**src/rtl/psscb_pkg.sv**
```systemverilog
// ----------------------------------------------------------------------------
// psscb_pkg
// Shared types, codes and command/status bundles of the pose source selector.
// ----------------------------------------------------------------------------
package psscb_pkg;

  localparam int VarW = 32;
  localparam int DevW = 16;

  // request kinds
  localparam logic [1:0] REQ_GNSS = 2'd0;
  localparam logic [1:0] REQ_NDT  = 2'd1;
  localparam logic [1:0] REQ_TICK = 2'd2;

  // source codes
  localparam logic [1:0] SRC_NDT   = 2'd0;
  localparam logic [1:0] SRC_GNSS  = 2'd1;
  localparam logic [1:0] SRC_BLEND = 2'd2;

  // result kinds
  localparam logic [1:0] KIND_REPORT = 2'd0;
  localparam logic [1:0] KIND_FWD    = 2'd1;
  localparam logic [1:0] KIND_NDT    = 2'd2;

  // register indexes
  localparam logic [2:0] CFG_YAW_DEV_MAX   = 3'd0;
  localparam logic [2:0] CFG_Z_DEV_MAX     = 3'd1;
  localparam logic [2:0] CFG_GNSS_XY_LOWER = 3'd2;
  localparam logic [2:0] CFG_GNSS_XY_UPPER = 3'd3;
  localparam logic [2:0] CFG_NDT_DEV_LOWER = 3'd4;
  localparam logic [2:0] CFG_NDT_DEV_UPPER = 3'd5;
  localparam logic [2:0] CFG_GNSS_TIMEOUT  = 3'd6;

  typedef enum logic [4:0] {
    ST_IDLE, ST_DECODE, ST_SQ_START, ST_SQ_WAIT, ST_GNSS_SEL, ST_EMIT_REP,
    ST_EMIT_FWD, ST_EMIT_PASS, ST_AX_SQ_START, ST_AX_SQ_WAIT, ST_AX_BOUND,
    ST_AX_MUL, ST_AX_DIV_START, ST_AX_DIV_WAIT, ST_AX_SUB, ST_AX_SQUARE,
    ST_AX_FLOOR, ST_AX_STORE, ST_AX_NEXT, ST_EMIT_BLEND
  } state_t;

  typedef enum logic [1:0] {MUL_NONE, MUL_PROD, MUL_SQUARE, MUL_FLOOR} mul_op_t;

  typedef enum logic [1:0] {OSEL_REPORT, OSEL_FWD, OSEL_PASS, OSEL_BLEND} out_sel_t;

  typedef struct packed {
    logic       load_in;
    logic       tick;
    logic       sq_start;
    logic [1:0] sq_sel;
    logic       sq_store;
    logic       n_load;
    logic       gnss_update;
    logic       res_pass;
    logic       res_blend;
    logic       r_low;
    mul_op_t    mul_op;
    logic       div_start;
    logic       sub;
    logic       keep;
    logic       out_load;
    out_sel_t   out_sel;
    logic       out_last;
    logic [1:0] axis;
  } cmd_t;

  typedef struct packed {
    logic [1:0] req_type;
    logic [1:0] src;
    logic       stale;
    logic       sq_done;
    logic       sq_busy;
    logic       div_done;
    logic       in_bounds;
    logic       eq_bounds;
    logic       out_free;
  } status_t;

endpackage

```
**src/rtl/psscb_isqrt.sv**
```systemverilog
// ----------------------------------------------------------------------------
// psscb_isqrt
// Iterative floor square root of a 32-bit value, two radicand bits a cycle.
// ----------------------------------------------------------------------------
module psscb_isqrt (
  input  logic        clk,
  input  logic        rst_n,
  input  logic        start,
  input  logic [31:0] operand,
  output logic        busy,
  output logic        done,
  output logic [15:0] root
);
  import psscb_pkg::*;

  logic        busy_r, busy_nxt;
  logic        done_r, done_nxt;
  logic [3:0]  cnt_r, cnt_nxt;
  logic [31:0] v_r, v_nxt;
  logic [17:0] rem_r, rem_nxt;
  logic [15:0] root_r, root_nxt;
  logic [19:0] t, trial;

  always_comb begin
    t        = {rem_r, v_r[31:30]};
    trial    = {2'b0, root_r, 2'b01};
    busy_nxt = busy_r;
    done_nxt = 1'b0;
    cnt_nxt  = cnt_r;
    v_nxt    = v_r;
    rem_nxt  = rem_r;
    root_nxt = root_r;
    if (start) begin
      busy_nxt = 1'b1;
      cnt_nxt  = '0;
      v_nxt    = operand;
      rem_nxt  = '0;
      root_nxt = '0;
    end else if (busy_r) begin
      v_nxt = {v_r[29:0], 2'b00};
      if (t >= trial) begin
        rem_nxt  = 18'(t - trial);
        root_nxt = {root_r[14:0], 1'b1};
      end else begin
        rem_nxt  = t[17:0];
        root_nxt = {root_r[14:0], 1'b0};
      end
      cnt_nxt = cnt_r + 4'd1;
      if (cnt_r == 4'd15) begin
        busy_nxt = 1'b0;
        done_nxt = 1'b1;
      end
    end
  end

  always_ff @(posedge clk) begin
    if (!rst_n) begin
      busy_r <= 1'b0;
      done_r <= 1'b0;
      cnt_r  <= '0;
    end else begin
      busy_r <= busy_nxt;
      done_r <= done_nxt;
      cnt_r  <= cnt_nxt;
    end
    v_r    <= v_nxt;
    rem_r  <= rem_nxt;
    root_r <= root_nxt;
  end

  assign busy = busy_r;
  assign done = done_r;
  assign root = root_r;

endmodule

```
**src/rtl/psscb_div.sv**
```systemverilog
// ----------------------------------------------------------------------------
// psscb_div
// Restoring unsigned divider, 32-bit dividend by 16-bit divisor, one bit a cycle.
// ----------------------------------------------------------------------------
module psscb_div (
  input  logic        clk,
  input  logic        rst_n,
  input  logic        start,
  input  logic [31:0] dividend,
  input  logic [15:0] divisor,
  output logic        done,
  output logic [31:0] quotient
);
  import psscb_pkg::*;

  logic        busy_r, busy_nxt;
  logic        done_r, done_nxt;
  logic [4:0]  cnt_r, cnt_nxt;
  logic [31:0] q_r, q_nxt;
  logic [15:0] rem_r, rem_nxt;
  logic [15:0] d_r, d_nxt;
  logic [16:0] t;

  always_comb begin
    t        = {rem_r, q_r[31]};
    busy_nxt = busy_r;
    done_nxt = 1'b0;
    cnt_nxt  = cnt_r;
    q_nxt    = q_r;
    rem_nxt  = rem_r;
    d_nxt    = d_r;
    if (start) begin
      busy_nxt = 1'b1;
      cnt_nxt  = '0;
      q_nxt    = dividend;
      rem_nxt  = '0;
      d_nxt    = divisor;
    end else if (busy_r) begin
      if (t >= {1'b0, d_r}) begin
        rem_nxt = 16'(t - {1'b0, d_r});
        q_nxt   = {q_r[30:0], 1'b1};
      end else begin
        rem_nxt = t[15:0];
        q_nxt   = {q_r[30:0], 1'b0};
      end
      cnt_nxt = cnt_r + 5'd1;
      if (cnt_r == 5'd31) begin
        busy_nxt = 1'b0;
        done_nxt = 1'b1;
      end
    end
  end

  always_ff @(posedge clk) begin
    if (!rst_n) begin
      busy_r <= 1'b0;
      done_r <= 1'b0;
      cnt_r  <= '0;
    end else begin
      busy_r <= busy_nxt;
      done_r <= done_nxt;
      cnt_r  <= cnt_nxt;
    end
    q_r   <= q_nxt;
    rem_r <= rem_nxt;
    d_r   <= d_nxt;
  end

  assign done     = done_r;
  assign quotient = q_r;

endmodule

```
**src/rtl/psscb_dp.sv**
```systemverilog
// ----------------------------------------------------------------------------
// psscb_dp
// Datapath: config registers, item registers, sqrt/divide units, multiplier,
// source decision, blend arithmetic and the result register.
// ----------------------------------------------------------------------------
module psscb_dp (
  input  logic                 clk,
  input  logic                 rst_n,
  input  psscb_pkg::cmd_t      cmd,
  output psscb_pkg::status_t   status,
  input  logic [1:0]           in_tuser,
  input  logic [127:0]         in_tdata,
  input  logic                 cfg_valid,
  input  logic [2:0]           cfg_index,
  input  logic [31:0]          cfg_data,
  output logic                 out_tvalid,
  input  logic                 out_tready,
  output logic [127:0]         out_tdata,
  output logic [3:0]           out_tuser,
  output logic                 out_tlast
);
  import psscb_pkg::*;

  logic [15:0] yaw_max_r, z_max_r, gxy_lo_r, gxy_up_r, ndt_lo_r, ndt_up_r;
  logic [31:0] timeout_r;

  logic [1:0]  req_r;
  logic [31:0] vx_r, vy_r, vz_r, vyaw_r;
  logic [15:0] sx_r, sy_r, sz_r, syaw_r;
  logic [15:0] gx_r, gy_r, gz_r;
  logic [1:0]  src_r;
  logic [31:0] ticks_r;
  logic [15:0] n_r, mag_r;
  logic        big_r, neg_r;
  logic signed [33:0] mres_r;
  logic [31:0] keep_r;
  logic [31:0] rx_r, ry_r, rz_r;

  logic        out_valid_r;
  logic [1:0]  okind_r, osrc_r;
  logic        olast_r;
  logic [127:0] odata_r;

  logic [31:0] sq_operand, var_ax;
  logic [15:0] root, g;
  logic        sq_busy, sq_done, div_done;
  logic [31:0] quo;
  logic [16:0] sum_xy;
  logic [1:0]  src_new;
  logic signed [16:0] ma, mb, bd;
  logic [33:0] pm;
  logic [16:0] bd_mag;
  logic signed [33:0] qs, rr;
  logic [33:0] rmag;
  logic [31:0] sq_mag;

  always_comb begin
    case (cmd.sq_sel)
      2'd0:    sq_operand = vx_r;
      2'd1:    sq_operand = vy_r;
      2'd2:    sq_operand = vz_r;
      default: sq_operand = vyaw_r;
    endcase
    case (cmd.axis)
      2'd0:    begin var_ax = vx_r; g = gx_r; end
      2'd1:    begin var_ax = vy_r; g = gy_r; end
      default: begin var_ax = vz_r; g = gz_r; end
    endcase
  end

  psscb_isqrt u_isqrt (
    .clk     (clk),
    .rst_n   (rst_n),
    .start   (cmd.sq_start),
    .operand (sq_operand),
    .busy    (sq_busy),
    .done    (sq_done),
    .root    (root)
  );

  // divide operands: magnitudes, sign handled here
  assign pm     = mres_r[33] ? 34'(-mres_r) : 34'(mres_r);
  assign bd     = $signed({1'b0, gxy_up_r}) - $signed({1'b0, gxy_lo_r});
  assign bd_mag = bd[16] ? 17'(-bd) : 17'(bd);

  psscb_div u_div (
    .clk      (clk),
    .rst_n    (rst_n),
    .start    (cmd.div_start),
    .dividend (pm[31:0]),
    .divisor  (bd_mag[15:0]),
    .done     (div_done),
    .quotient (quo)
  );

  always_comb begin
    sum_xy = {1'b0, sx_r} + {1'b0, sy_r};
    if (syaw_r > yaw_max_r || sz_r > z_max_r) src_new = SRC_NDT;
    else if (sum_xy <= {gxy_lo_r, 1'b0})     src_new = SRC_GNSS;
    else if (sum_xy <= {gxy_up_r, 1'b0})     src_new = SRC_BLEND;
    else                                     src_new = SRC_NDT;
  end

  always_comb begin
    case (cmd.mul_op)
      MUL_PROD: begin
        ma = $signed({1'b0, g}) - $signed({1'b0, gxy_lo_r});
        mb = $signed({1'b0, ndt_up_r}) - $signed({1'b0, ndt_lo_r});
      end
      MUL_SQUARE: begin
        ma = $signed({1'b0, mag_r});
        mb = $signed({1'b0, mag_r});
      end
      default: begin
        ma = $signed({1'b0, ndt_lo_r});
        mb = $signed({1'b0, ndt_lo_r});
      end
    endcase
    qs     = neg_r ? -$signed({2'b00, quo}) : $signed({2'b00, quo});
    rr     = $signed({18'd0, ndt_up_r}) - qs;
    rmag   = rr[33] ? 34'(-rr) : 34'(rr);
    sq_mag = mres_r[31:0];
  end

  // config port
  always_ff @(posedge clk) begin
    if (!rst_n) begin
      yaw_max_r <= 16'd13;
      z_max_r   <= 16'd26;
      gxy_lo_r  <= 16'd26;
      gxy_up_r  <= 16'd64;
      ndt_lo_r  <= 16'd38;
      ndt_up_r  <= 16'd77;
      timeout_r <= 32'd1000;
    end else if (cfg_valid) begin
      unique case (cfg_index)
        CFG_YAW_DEV_MAX:   yaw_max_r <= cfg_data[15:0];
        CFG_Z_DEV_MAX:     z_max_r   <= cfg_data[15:0];
        CFG_GNSS_XY_LOWER: gxy_lo_r  <= cfg_data[15:0];
        CFG_GNSS_XY_UPPER: gxy_up_r  <= cfg_data[15:0];
        CFG_NDT_DEV_LOWER: ndt_lo_r  <= cfg_data[15:0];
        CFG_NDT_DEV_UPPER: ndt_up_r  <= cfg_data[15:0];
        CFG_GNSS_TIMEOUT:  timeout_r <= cfg_data;
        default: ;
      endcase
    end
  end

  // block state
  always_ff @(posedge clk) begin
    if (!rst_n) begin
      src_r   <= SRC_NDT;
      ticks_r <= '0;
      gx_r    <= '0;
      gy_r    <= '0;
      gz_r    <= '0;
    end else if (cmd.gnss_update) begin
      src_r   <= src_new;
      ticks_r <= '0;
      gx_r    <= sx_r;
      gy_r    <= sy_r;
      gz_r    <= sz_r;
    end else if (cmd.tick && ticks_r != '1) begin
      ticks_r <= ticks_r + 32'd1;
    end
  end

  // working registers
  always_ff @(posedge clk) begin
    if (cmd.load_in) begin
      req_r  <= in_tuser;
      vx_r   <= in_tdata[31:0];
      vy_r   <= in_tdata[63:32];
      vz_r   <= in_tdata[95:64];
      vyaw_r <= in_tdata[127:96];
    end
    if (cmd.sq_store) begin
      case (cmd.sq_sel)
        2'd0:    sx_r   <= root;
        2'd1:    sy_r   <= root;
        2'd2:    sz_r   <= root;
        default: syaw_r <= root;
      endcase
    end
    if (cmd.n_load) n_r <= root;
    if (cmd.mul_op != MUL_NONE) mres_r <= ma * mb;
    if (cmd.div_start) neg_r <= mres_r[33] ^ bd[16];
    if (cmd.r_low) begin
      mag_r <= ndt_lo_r;
      big_r <= 1'b0;
    end else if (cmd.sub) begin
      mag_r <= rmag[15:0];
      big_r <= |rmag[33:16];
    end
    if (cmd.keep) keep_r <= big_r ? '1 : sq_mag;
    if (cmd.res_pass || cmd.res_blend) begin
      logic [31:0] v;
      v = cmd.res_pass ? var_ax : ((keep_r > sq_mag) ? keep_r : sq_mag);
      case (cmd.axis)
        2'd0:    rx_r <= v;
        2'd1:    ry_r <= v;
        default: rz_r <= v;
      endcase
    end
  end

  // result register
  always_ff @(posedge clk) begin
    if (!rst_n) begin
      out_valid_r <= 1'b0;
    end else if (cmd.out_load) begin
      out_valid_r <= 1'b1;
    end else if (out_tready) begin
      out_valid_r <= 1'b0;
    end
    if (cmd.out_load) begin
      osrc_r  <= src_r;
      olast_r <= cmd.out_last;
      unique case (cmd.out_sel)
        OSEL_REPORT: begin
          okind_r <= KIND_REPORT;
          odata_r <= '0;
        end
        OSEL_FWD: begin
          okind_r <= KIND_FWD;
          odata_r <= {vyaw_r, vz_r, vy_r, vx_r};
        end
        OSEL_PASS: begin
          okind_r <= KIND_NDT;
          odata_r <= {vyaw_r, vz_r, vy_r, vx_r};
        end
        default: begin
          okind_r <= KIND_NDT;
          odata_r <= {vyaw_r, rz_r, ry_r, rx_r};
        end
      endcase
    end
  end

  assign status.req_type  = req_r;
  assign status.src       = src_r;
  assign status.stale     = ticks_r > timeout_r;
  assign status.sq_done   = sq_done;
  assign status.sq_busy   = sq_busy;
  assign status.div_done  = div_done;
  assign status.in_bounds = (n_r >= ndt_lo_r) && (n_r <= ndt_up_r);
  assign status.eq_bounds = gxy_up_r == gxy_lo_r;
  assign status.out_free  = !out_valid_r || out_tready;

  assign out_tvalid = out_valid_r;
  assign out_tdata  = odata_r;
  assign out_tuser  = {osrc_r, okind_r};
  assign out_tlast  = olast_r;

  a_gnss_clears_ticks: assert property (@(posedge clk) disable iff (!rst_n)
    cmd.gnss_update |=> ticks_r == '0)
    else $error("tick count not cleared by gnss pose");

  a_res_one_way: assert property (@(posedge clk) disable iff (!rst_n)
    !(cmd.res_pass && cmd.res_blend))
    else $error("pass and blend store together");

  a_no_sq_restart: assert property (@(posedge clk) disable iff (!rst_n)
    cmd.sq_start |-> !sq_busy)
    else $error("sqrt started while busy");

  a_out_no_overwrite: assert property (@(posedge clk) disable iff (!rst_n)
    cmd.out_load |-> (!out_valid_r || out_tready))
    else $error("result register overwritten");

endmodule

```
**src/rtl/psscb_ctrl.sv**
```systemverilog
// ----------------------------------------------------------------------------
// psscb_ctrl
// Controller: sequences sqrt, source decision, per-axis blend and emission.
// ----------------------------------------------------------------------------
module psscb_ctrl (
  input  logic                clk,
  input  logic                rst_n,
  input  logic                in_tvalid,
  output logic                in_tready,
  input  psscb_pkg::status_t  status,
  output psscb_pkg::cmd_t     cmd
);
  import psscb_pkg::*;

  state_t     state_r, state_nxt;
  logic [1:0] cnt_r, cnt_nxt;

  always_ff @(posedge clk) begin
    if (!rst_n) begin
      state_r <= ST_IDLE;
      cnt_r   <= '0;
    end else begin
      state_r <= state_nxt;
      cnt_r   <= cnt_nxt;
    end
  end

  always_comb begin
    state_nxt  = state_r;
    cnt_nxt    = cnt_r;
    in_tready  = 1'b0;
    cmd        = '0;
    cmd.sq_sel = cnt_r;
    cmd.axis   = cnt_r;
    unique case (state_r)
      ST_IDLE: begin
        in_tready   = 1'b1;
        cmd.load_in = in_tvalid;
        if (in_tvalid) state_nxt = ST_DECODE;
      end
      ST_DECODE: begin
        cnt_nxt = '0;
        case (status.req_type)
          REQ_GNSS: state_nxt = ST_SQ_START;
          REQ_NDT: begin
            if (status.src == SRC_GNSS)                   state_nxt = ST_IDLE;
            else if (status.stale || status.src == SRC_NDT) state_nxt = ST_EMIT_PASS;
            else                                          state_nxt = ST_AX_SQ_START;
          end
          REQ_TICK: begin
            cmd.tick  = 1'b1;
            state_nxt = ST_IDLE;
          end
          default: state_nxt = ST_IDLE;
        endcase
      end
      ST_SQ_START: begin
        cmd.sq_start = 1'b1;
        state_nxt    = ST_SQ_WAIT;
      end
      ST_SQ_WAIT: begin
        if (status.sq_done) begin
          cmd.sq_store = 1'b1;
          cnt_nxt      = cnt_r + 2'd1;
          state_nxt    = (cnt_r == 2'd3) ? ST_GNSS_SEL : ST_SQ_START;
        end
      end
      ST_GNSS_SEL: begin
        cmd.gnss_update = 1'b1;
        state_nxt       = ST_EMIT_REP;
      end
      ST_EMIT_REP: begin
        if (status.out_free) begin
          cmd.out_load = 1'b1;
          cmd.out_sel  = OSEL_REPORT;
          cmd.out_last = status.src == SRC_NDT;
          state_nxt    = (status.src == SRC_NDT) ? ST_IDLE : ST_EMIT_FWD;
        end
      end
      ST_EMIT_FWD: begin
        if (status.out_free) begin
          cmd.out_load = 1'b1;
          cmd.out_sel  = OSEL_FWD;
          cmd.out_last = 1'b1;
          state_nxt    = ST_IDLE;
        end
      end
      ST_EMIT_PASS: begin
        if (status.out_free) begin
          cmd.out_load = 1'b1;
          cmd.out_sel  = OSEL_PASS;
          cmd.out_last = 1'b1;
          state_nxt    = ST_IDLE;
        end
      end
      ST_AX_SQ_START: begin
        cmd.sq_start = 1'b1;
        state_nxt    = ST_AX_SQ_WAIT;
      end
      ST_AX_SQ_WAIT: begin
        if (status.sq_done) begin
          cmd.n_load = 1'b1;
          state_nxt  = ST_AX_BOUND;
        end
      end
      ST_AX_BOUND: begin
        if (!status.in_bounds) begin
          cmd.res_pass = 1'b1;
          state_nxt    = ST_AX_NEXT;
        end else if (status.eq_bounds) begin
          // equal gnss bounds: deviation is the lower ndt bound
          cmd.r_low = 1'b1;
          state_nxt = ST_AX_SQUARE;
        end else begin
          state_nxt = ST_AX_MUL;
        end
      end
      ST_AX_MUL: begin
        cmd.mul_op = MUL_PROD;
        state_nxt  = ST_AX_DIV_START;
      end
      ST_AX_DIV_START: begin
        cmd.div_start = 1'b1;
        state_nxt     = ST_AX_DIV_WAIT;
      end
      ST_AX_DIV_WAIT: begin
        if (status.div_done) state_nxt = ST_AX_SUB;
      end
      ST_AX_SUB: begin
        cmd.sub   = 1'b1;
        state_nxt = ST_AX_SQUARE;
      end
      ST_AX_SQUARE: begin
        cmd.mul_op = MUL_SQUARE;
        state_nxt  = ST_AX_FLOOR;
      end
      ST_AX_FLOOR: begin
        cmd.keep   = 1'b1;
        cmd.mul_op = MUL_FLOOR;
        state_nxt  = ST_AX_STORE;
      end
      ST_AX_STORE: begin
        cmd.res_blend = 1'b1;
        state_nxt     = ST_AX_NEXT;
      end
      ST_AX_NEXT: begin
        cnt_nxt   = cnt_r + 2'd1;
        state_nxt = (cnt_r == 2'd2) ? ST_EMIT_BLEND : ST_AX_SQ_START;
      end
      ST_EMIT_BLEND: begin
        if (status.out_free) begin
          cmd.out_load = 1'b1;
          cmd.out_sel  = OSEL_BLEND;
          cmd.out_last = 1'b1;
          state_nxt    = ST_IDLE;
        end
      end
      default: state_nxt = ST_IDLE;
    endcase
  end

endmodule

```
**src/rtl/pose_source_select_covariance_blend.sv**
```systemverilog
// ----------------------------------------------------------------------------
// pose_source_select_covariance_blend
// Chooses between gnss, ndt and blended pose sources from covariance diagonals.
// ----------------------------------------------------------------------------
// gnss pose: four square roots, then one or two results
// ndt pose: blended with, per axis, a square root and (unless the axis passes through
//   or the gnss bounds are equal) a divide on the shared units; or passed through or dropped
// one item at a time (gnss pose, ndt pose or tick), next accepted once results are queued
// synchronous active-low reset restores register defaults, source ndt, counters zero
module pose_source_select_covariance_blend (
  input  logic         clk,
  input  logic         rst_n,
  input  logic         in_tvalid,
  output logic         in_tready,
  input  logic [127:0] in_tdata,   // var_x, var_y, var_z, var_yaw
  input  logic [1:0]   in_tuser,   // req_type
  output logic         out_tvalid,
  input  logic         out_tready,
  output logic [127:0] out_tdata,  // out_var_x, out_var_y, out_var_z, out_var_yaw
  output logic [3:0]   out_tuser,  // out_kind, source
  output logic         out_tlast,
  input  logic         cfg_valid,
  output logic         cfg_ready,
  input  logic [2:0]   cfg_index,
  input  logic [31:0]  cfg_data
);
  import psscb_pkg::*;

  cmd_t    cmd;
  status_t status;

  assign cfg_ready = 1'b1;

  psscb_ctrl u_ctrl (
    .clk       (clk),
    .rst_n     (rst_n),
    .in_tvalid (in_tvalid),
    .in_tready (in_tready),
    .status    (status),
    .cmd       (cmd)
  );

  psscb_dp u_dp (
    .clk        (clk),
    .rst_n      (rst_n),
    .cmd        (cmd),
    .status     (status),
    .in_tuser   (in_tuser),
    .in_tdata   (in_tdata),
    .cfg_valid  (cfg_valid & cfg_ready),
    .cfg_index  (cfg_index),
    .cfg_data   (cfg_data),
    .out_tvalid (out_tvalid),
    .out_tready (out_tready),
    .out_tdata  (out_tdata),
    .out_tuser  (out_tuser),
    .out_tlast  (out_tlast)
  );

endmodule
```
**config.mk**
```make
export PLATFORM = sky130hd
export DESIGN_NAME = pose_source_select_covariance_blend
export DESIGN_NICKNAME = d
export VERILOG_FILES = /design/src/rtl/psscb_pkg.sv /design/src/rtl/psscb_isqrt.sv /design/src/rtl/psscb_div.sv /design/src/rtl/psscb_dp.sv /design/src/rtl/psscb_ctrl.sv /design/src/rtl/pose_source_select_covariance_blend.sv
export SDC_FILE = /design/constraint.sdc
export NUM_CORES = 2
export LEC_CHECK = 0
export BUFFER_PORTS_ARGS = -buffer_cell sky130_fd_sc_hd__buf_4
export CAP_MARGIN = 10
export CORE_UTILIZATION = 45
export CTS_BUF_LIST = sky130_fd_sc_hd__clkbuf_8 sky130_fd_sc_hd__clkbuf_16
export DETAILED_ROUTE_END_ITERATION = 16
export PLACE_DENSITY = 0.67
export SKIP_LAST_GASP = 1
export SYNTH_ARGS = -nofsm -noshare
export SYNTH_HDL_FRONTEND = slang
export SYNTH_HIERARCHICAL = 1
export SYNTH_SLANG_ARGS = --single-unit
```
**constraint.sdc**
```tcl
create_clock -name clk -period 29.2 [get_ports clk]
set_input_delay 5.84 -clock clk [delete_from_list [all_inputs] [get_ports clk]]
set_output_delay 5.84 -clock clk [all_outputs]
set_load 0.01 [all_outputs]
```
==> flow_summary.ini <==
[outcome]
status = finished, final reports clean

[placement]
dp_hpwl_mm = 127
post_dp_cell_area_sq_um = 62800
place_ws_ns = 17.66
place_congestion = 0.941
portBuffers = 304

[clock_tree]
clock-sinks = 883
ctsHoldBuffers = 0
clk_latency_ns = 0.76
cts_tree = built
clockBufferDepth = 3
cts-root-buf = clkbuf_16
clkTransAtPathRegs_ns = 0.06
htreeDepth = 3
post-cts-setup-buffers = 0
cts_resized = 0
cts_buffers = 96

[global_routing]
grt_start_max_net_pins = 110
grt.total_usage_pct = 25.3
grt_pass1_vias = 43000
antenna_found_initial = 5
grt_pass1_wl_mm = 257
grt_overflow_total = 0

[synthesis]
avgSynthCellArea_sq_um = 10.0
syn_nets = 6733
netlist_instances = 5885
synth_warnings = 6
syn_area_sq_um = 58900

[sta]
setup_viol = 0
setup_tns_ns = 0
rsz0062_at_grt = false
max_freq_ghz = 0.0853
fin_crit_sh_pct = 40.1
min_period_ns = 11.72
worstMarginPinSlew_ns = 1.26
fin_worst_skew_ns = 0.0775
finalHoldViolations = 0
final_max_slew_viol_count = 0
hold_slack_ns = 0.464
worst_slack_ns = 17.48
relSlewSlack_pct = 16.0

[floorplanning]
fp.dieW_um = 364
die_area_sq_um = 132000
core_area_sq_um = 130000
die_h_um = 364
io_pins = 306
start_util_pct = 45.4
placementRows = 132

[critical_path]
crit_top_cell = fa_1
crit_family = compound AO/OA/AOI/OAI gates
crit_required_ns = 29.70
cp_slowest_cell = dfxtp_4
cp_slowest_stage_delay_ns = 0.92
cp-start-kind = register
cp_max_fo = 45
cp.arrival_ns = 12.22
endpoint_kind = register
worstSetupPathType = register to register
path_buf_inv = 3

[final_layout]
final_common_cell = nand2_1
drive_gt1_share_pct = 12.1
mostFrequentLayoutCells = nand2_1 (796), inv_1 (648), edfxtp_1 (601)
area_delta_synth_final_pct = 12.6
nNetsFinal = 6938
stdcell_area_sq_um = 66300

[routing]
via_per_inst = 5.57
firstDrtPassIters = 6
drtIter0Drc = 3683
post_drt_wl_per_cell_um = 21.3
drc = 0
ant_nets = 0
vias = 44100
routed_wl_mm = 169

[flow_run]
cap_violations = 0

[power]
peakVddDrop_v = 0.000115
power.leakage_nw = 26.1
power_density_nw_per_um2 = 50.0

[worst_hold_path]
hp-class = register to register
==> cell type report <==
type,instances,area (sq um)
inverters,631,2370
clock inverters,77,903
repair buffers,357,2680
diodes,5,12.5
well taps,1742,2180
clock buffers,103,2520
multi-input cells,4121,31900
flip-flops and latches,883,23700
fillers,11800,63400
==> state kept, by name, indices dropped and copies added (netlist names), 18 cells and up <==
register,count
u_dp/u_isqrt/v_r,32
u_dp/ticks_r,32
u_dp/rz_r,32
u_dp/u_div/quotient,32
u_dp/u_isqrt/rem_r,18
u_dp/vy_r,32
u_dp/out_tdata,128
u_dp/keep_r,32
u_dp/ry_r,32
u_dp/vx_r,32
u_dp/mres_r,33
u_dp/timeout_r,32
u_dp/vyaw_r,32
u_dp/vz_r,32
u_dp/rx_r,32
==> metal layers <==
layer	routed length, um	GRT usage, %	share of wire (%)
met2	80200	42.0	47
met3	10200	3.29	6.0
met1	72900	34.0	43
met4	5680	8.53	3.4
met5	0	0	0
==> worst paths after layout <==
check / startpoint / endpoint / slack, ns / cells past startpoint
min: u_dp/timeout_r[12] / u_dp/timeout_r[12] / 0.46 / 2
min reg2reg: u_dp/timeout_r[12] / u_dp/timeout_r[12] / 0.46 / 2
max reg2reg: u_ctrl/cnt_r[0] / u_dp/mres_r[33] / 17.48 / 36
max: u_ctrl/cnt_r[0] / u_dp/mres_r[33] / 17.48 / 36
==> power by group <==
group / internal [mW] / switching (mW)
Clock: 0.764 / 0.544
Combinational: 0.219 / 0.314
Sequential: 1.42 / 0.0578
Total: 2.40 / 0.916
==> per-stage QoR <==
stage	power, mW	std cells	utilization [%]
6_report	3.31	7919	51.1
5_1_grt	3.45	7918	51.1
4_1_cts	3.34	7914	51.1
3_5_place_dp	2.03	7734	48.5
3_3_place_gp	2.02	7733	48.5
2_1_floorplan	1.88	5885	-
==> worst min-delay path: stages, from the launching register on <==
cell and delay, ns:
dfxtp_1 0.31, nand2_1 0.04, a21boi_0 0.06
Note: power is estimated with default switching activity, not from simulation.
